<file path="src/rtl/core/whac_pkg.sv">
`default_nettype none

package whac_pkg;

    localparam int NBINS_W   = 9;
    localparam int INDEX_W   = 10;
    localparam int VALUE_W   = 32;
    localparam int CONTENT_W = 48;
    localparam int SUM_W     = 64;
    localparam int REQ_W     = 3;

    // Index that addresses the overflow bin on purpose
    localparam logic signed [INDEX_W-1:0] INDEX_OVERFLOW = -10'sd1;

    localparam logic [CONTENT_W-1:0] CONTENT_MAX = {1'b0, {(CONTENT_W-1){1'b1}}};
    localparam logic [CONTENT_W-1:0] CONTENT_MIN = {1'b1, {(CONTENT_W-1){1'b0}}};

    typedef enum logic [REQ_W-1:0] {
        REQ_FILL        = 3'd0,
        REQ_SET_CONTENT = 3'd1,
        REQ_SET_ERROR   = 3'd2,
        REQ_READ        = 3'd3,
        REQ_CLEAR       = 3'd4
    } req_t;

    typedef struct packed {
        logic                 content_we;
        logic                 sum_we;
        logic [CONTENT_W-1:0] content;
        logic [SUM_W-1:0]     sum;
    } upd_t;

endpackage

`default_nettype wire

</file>
<file path="src/rtl/core/whac_update.sv">
`default_nettype none

module whac_update (
    input  whac_pkg::req_t                           req,
    input  logic signed [whac_pkg::VALUE_W-1:0]      value,
    input  logic [whac_pkg::SUM_W-1:0]               square,
    input  logic signed [whac_pkg::CONTENT_W-1:0]    old_content,
    input  logic [whac_pkg::SUM_W-1:0]               old_sum,
    output whac_pkg::upd_t                           upd
);
    import whac_pkg::*;

    logic signed [CONTENT_W:0] csum;
    logic [SUM_W:0]            ssum;
    logic [CONTENT_W-1:0]      csat;
    logic [SUM_W-1:0]          ssat;

    assign csum = (CONTENT_W+1)'(old_content) + (CONTENT_W+1)'(value);
    assign ssum = {1'b0, old_sum} + {1'b0, square};

    // two's-complement overflow shows as a mismatch of the top two bits
    assign csat = (csum[CONTENT_W] != csum[CONTENT_W-1])
                ? (csum[CONTENT_W] ? CONTENT_MIN : CONTENT_MAX)
                : csum[CONTENT_W-1:0];
    assign ssat = ssum[SUM_W] ? {SUM_W{1'b1}} : ssum[SUM_W-1:0];

    always_comb
    begin
        upd.content_we = 1'b0;
        upd.sum_we     = 1'b0;
        upd.content    = old_content;
        upd.sum        = old_sum;
        case (req)
            REQ_FILL:
            begin
                upd.content_we = 1'b1;
                upd.sum_we     = 1'b1;
                upd.content    = csat;
                upd.sum        = ssat;
            end
            REQ_SET_CONTENT:
            begin
                upd.content_we = 1'b1;
                upd.content    = CONTENT_W'(value);
            end
            REQ_SET_ERROR:
            begin
                upd.sum_we = 1'b1;
                upd.sum    = square;
            end
            default:
            begin
                upd.content_we = 1'b0;
            end
        endcase
    end

endmodule

`default_nettype wire

</file>
<file path="config.mk">
export PLATFORM = sky130hd
export DESIGN_NAME = whac_update
export DESIGN_NICKNAME = d
export VERILOG_FILES = /design/src/rtl/core/whac_pkg.sv /design/src/rtl/core/whac_update.sv
export SDC_FILE = /design/constraint.sdc
export NUM_CORES = 1
export LEC_CHECK = 0
export BUFFER_PORTS_ARGS = -buffer_cell sky130_fd_sc_hd__buf_2
export CORE_UTILIZATION = 40
export DETAILED_ROUTE_END_ITERATION = 10
export PLACE_DENSITY = 0.68
export SLEW_MARGIN = 30
export SYNTH_ARGS = -nofsm -noshare
export SYNTH_HDL_FRONTEND = slang
export SYNTH_SLANG_ARGS = --single-unit
</file>
<file path="constraint.sdc">
create_clock -name vclk -period 4.1
set_input_delay 0.82 -clock vclk [all_inputs]
set_output_delay 0.82 -clock vclk [all_outputs]
set_load 0.01 [all_outputs]
</file>
==> Implementation_results.wiki <==
{| class="wikitable"
! Metric !! Value
|-
| Power share of the combinational group || 100.0%
|-
| LEAKAGE || 7.73 nW
|-
| Final Hold Violating Endpoints || 0
|-
| Switching share of power || 53.3%
|-
| Worst relative slew slack || 41.9%
|-
| Power density cells || 185 nW/um^2
|-
| Grt ovf || 0
|-
| Area added between synthesis and finish || 81.4%
|-
| Routed vias || 15300
|-
| Post-Syn Instances || 1462
|-
| Switching pwr || 0.00165 W
|-
| Internal portion of total power || 0.00145 W
|-
| FF/Latch Area || 0 um^2
|-
| Period Utilization, post-route || 115%
|-
| Vertical die dimension || 154 um
|-
| Worst Max-Slew Pin Slew || 0.870 ns
|-
| Area of the mapped netlist || 9220 um^2
|-
| Fill cells || 1684
|-
| Total count of max-transition violations in the final report || 0
|-
| Clock power frac || 0%
|-
| Kind of start point of the critical path || input pin
|-
| Result of the run || finished with violations
|-
| Final Worst Setup Slack || -0.612 ns
|-
| Count of different cell masters after synthesis || 75
|-
| Mean area per synthesized cell || 6.31 um^2
|-
| Required arrival time at the worst endpoint || 3.28 ns
|-
| Final net count || 2474
|-
| Most frequent cells after synthesis || 170 x sky130_fd_sc_hd__nand2_1, 164 x sky130_fd_sc_hd__o21ai_0, 155 x sky130_fd_sc_hd__a21oi_1
|-
| Routed wirelength normalized by instance count || 20.5 um
|-
| Path category of the worst min-delay check || in -> out
|-
| Cell with the largest stage delay on the worst path || sky130_fd_sc_hd__nand4_1
|-
| Bufs and invs on worst path || 7
|-
| DRC violation count after routing || 0
|-
| Largest area contributor in the synthesized netlist || sky130_fd_sc_hd__ha_1
|-
| Overall die area || 23700 um^2
|-
| Global-route wire length before repair || 72.2 mm
|-
| Chip Width || 154 um
|-
| RD Place Congestion || 0.993
|-
| Largest voltage drop on the vdd net || 0.115 mV
|-
| Worst setup timing slack at the placement stage || -0.656 ns
|-
| Fin crit period || 4.71 ns
|-
| Average via count per standard cell || 6.27
|-
| Dominant delay contributor by cell family on the critical path || simple AND/OR/NAND/NOR gates
|-
| Fmax || 212 MHz
|-
| Iteration count of the initial detailed-routing pass || 5
|-
| CP Data Arrival Time || 3.89 ns
|-
| Vias in the first global route || 14600
|-
| Total nets after synthesis || 1787
|-
| Antenna violations before repair || 4
|-
| Post-synthesis sequential area ratio || 0%
|-
| Worst hold slack || 1.94 ns
|-
| Core outline area || 22600 um^2
|-
| Critical path capture point type || primary output
|-
| Count leader, synth || sky130_fd_sc_hd__nand2_1
|-
| Crit path kind || in -> out
|-
| Most frequent cell on the critical path || sky130_fd_sc_hd__buf_4
|-
| Routed wire length || 49.9 mm
|-
| Number of max-capacitance violations reported || 0
|-
| Synth Warn # || 0
|-
| Share of the core filled with cells || 73.9%
|-
| Share of Yosys cell area claimed by the top area cell type || 15.2%
|-
| IO Pins || 325
|-
| Max FO, Critical Path || 8
|-
| Layout cells sized above 1 || 50.1%
|-
| Num rows || 55
|-
| Dpl hpwl || 36.0 mm
|-
| Initial detailed-routing violation count || 1506
|-
| Pin count of the biggest net entering global routing || 61
|-
| Total GRT Usage || 36.7%
|-
| Largest cells by area after synthesis || sky130_fd_sc_hd__ha_1 15%, sky130_fd_sc_hd__o21ai_0 8.9%, sky130_fd_sc_hd__a21oi_1 8.4%, sky130_fd_sc_hd__nand2_1 6.9%, sky130_fd_sc_hd__xor2_1 5.1%
|-
| Seq_cells || 0
|-
| Setup repair after global routing missed its margin || yes
|-
| Clock buffer count in the final layout || 0
|-
| Biggest cell delay along the critical path || 0.41 ns
|-
| Final setup viols || 112
|-
| Number of port buffers || 325
|-
| Cts-stage hold buffer count || 0
|-
| Sequential share of power || 0%
|-
| Initial Util || 40.7%
|-
| List of cells traversed by the critical path || buf_2 > ha_4 > buf_4 > buf_4 > nand2_1 > o21ai_0 > nand4_1 > nand3_2 > buf_6 > o211ai_1 > nand2_1 > buf_4 > nand3_4 > buf_6 > nand4b_4 > o2111ai_2 > buf_2
|-
| Violations in the final reports || negative setup slack
|-
| Number of nets with antenna violations after detailed routing || 0
|}
## routing by layer
| metal | share of wire (%) | wire length (um) | track usage (%) |
|---|---|---|---|
| met2 | 49 | 24300 | 68.2 |
| met3 | 9.0 | 4510 | 4.62 |
| met4 | 5.5 | 2760 | 14.0 |
| met5 | 0.032 | 16 | 0 |
| met1 | 37 | 18400 | 42.4 |
## power groups by stage
| stage | combinational [W] | clock, W | sequential (W) |
|---|---|---|---|
| 2_1_floorplan | 0.00132 | 0 | 0 |
| 3_5_place_dp | 0.00241 | 0 | 0 |
| 6_report | 0.00309 | 0.000000000131 | 0 |
| 5_1_grt | 0.00328 | 0.0000000000326 | 0 |
| 3_3_place_gp | 0.00238 | 0 | 0 |
| 4_1_cts | 0.00275 | 0 | 0 |
## worst min-delay path, stage by stage
cell and delay [ns]:
sky130_fd_sc_hd__buf_8 0.08, sky130_fd_sc_hd__nand2_1 0.04, sky130_fd_sc_hd__o21ai_1 0.06, sky130_fd_sc_hd__buf_2 0.13
## metrics by stage
step           cells  instance area, um^2  total power, W  setup TNS (ns)
5_1_grt         2433                16700         0.00328          -50.85
2_1_floorplan   1462                 9480         0.00132         -0.0368
3_3_place_gp    2389                14200         0.00238          -49.42
6_report        2436                16700         0.00309          -39.53
3_5_place_dp    2389                14200         0.00241          -54.53
4_1_cts         2411                15600         0.00275          -35.84
## kinds of logic (layout without fill, tap and decap cells)
group	count (synthesis)	after routing	synth area share (%)
compound gates	641	641	44.4
simple gates	476	477	24.8
buf+inv	133	817	5.85
fa+ha+maj	114	114	15.6
xor+xnor	94	94	8.93
mux	4	4	0.461
other cells	0	4	0
## area by class of cell
cell class | count | area (um^2) | share of cell area [%]
diodes | 4 | 10.0 | 0.0598
inverters | 41 | 154 | 0.920
multi-input cells | 1330 | 10800 | 64.5
well taps | 285 | 357 | 2.13
repair buffers | 776 | 5420 | 32.4
## path summary, 6_finish.rpt
kind / startpoint / to / slack (ns) / depth (start not counted)
worst max-delay path: old_content[6] / upd[103] / -0.61 / 17
worst min-delay path: old_sum[0] / upd[0] / 1.94 / 4
## repair_timing
item / 4_1_cts / 5_1_grt
gates cloned: 4 / 1
endpoints found under the setup margin: 112 / 112
resized for setup: 241 / 180
pin swaps: 111 / 102
setup buffers: 18 / 26
## layout by cell type, fill, tap and decap left out, types with 20 or more instances in the layout
cell type,netlist,layout
sky130_fd_sc_hd__xor2_1,54,50
sky130_fd_sc_hd__a21oi_2,1,30
sky130_fd_sc_hd__o21ai_0,164,89
sky130_fd_sc_hd__a21oi_1,155,119
sky130_fd_sc_hd__ha_1,112,70
sky130_fd_sc_hd__xnor2_1,40,39
sky130_fd_sc_hd__o21ai_2,2,41
sky130_fd_sc_hd__a21o_1,46,46
sky130_fd_sc_hd__buf_4,4,411
sky130_fd_sc_hd__buf_6,0,38
sky130_fd_sc_hd__nor3_1,30,20
sky130_fd_sc_hd__nor2_1,94,88
sky130_fd_sc_hd__o21ai_1,8,39
sky130_fd_sc_hd__inv_1,40,39
sky130_fd_sc_hd__ha_4,0,36
sky130_fd_sc_hd__buf_2,20,307
sky130_fd_sc_hd__o22ai_2,0,34
sky130_fd_sc_hd__and3_1,27,26
sky130_fd_sc_hd__o21bai_1,27,25
sky130_fd_sc_hd__nand2_1,170,167
sky130_fd_sc_hd__nand4_1,38,38
sky130_fd_sc_hd__nand3_1,38,33
No activity file was read; power rests on OpenSTA's default activity.
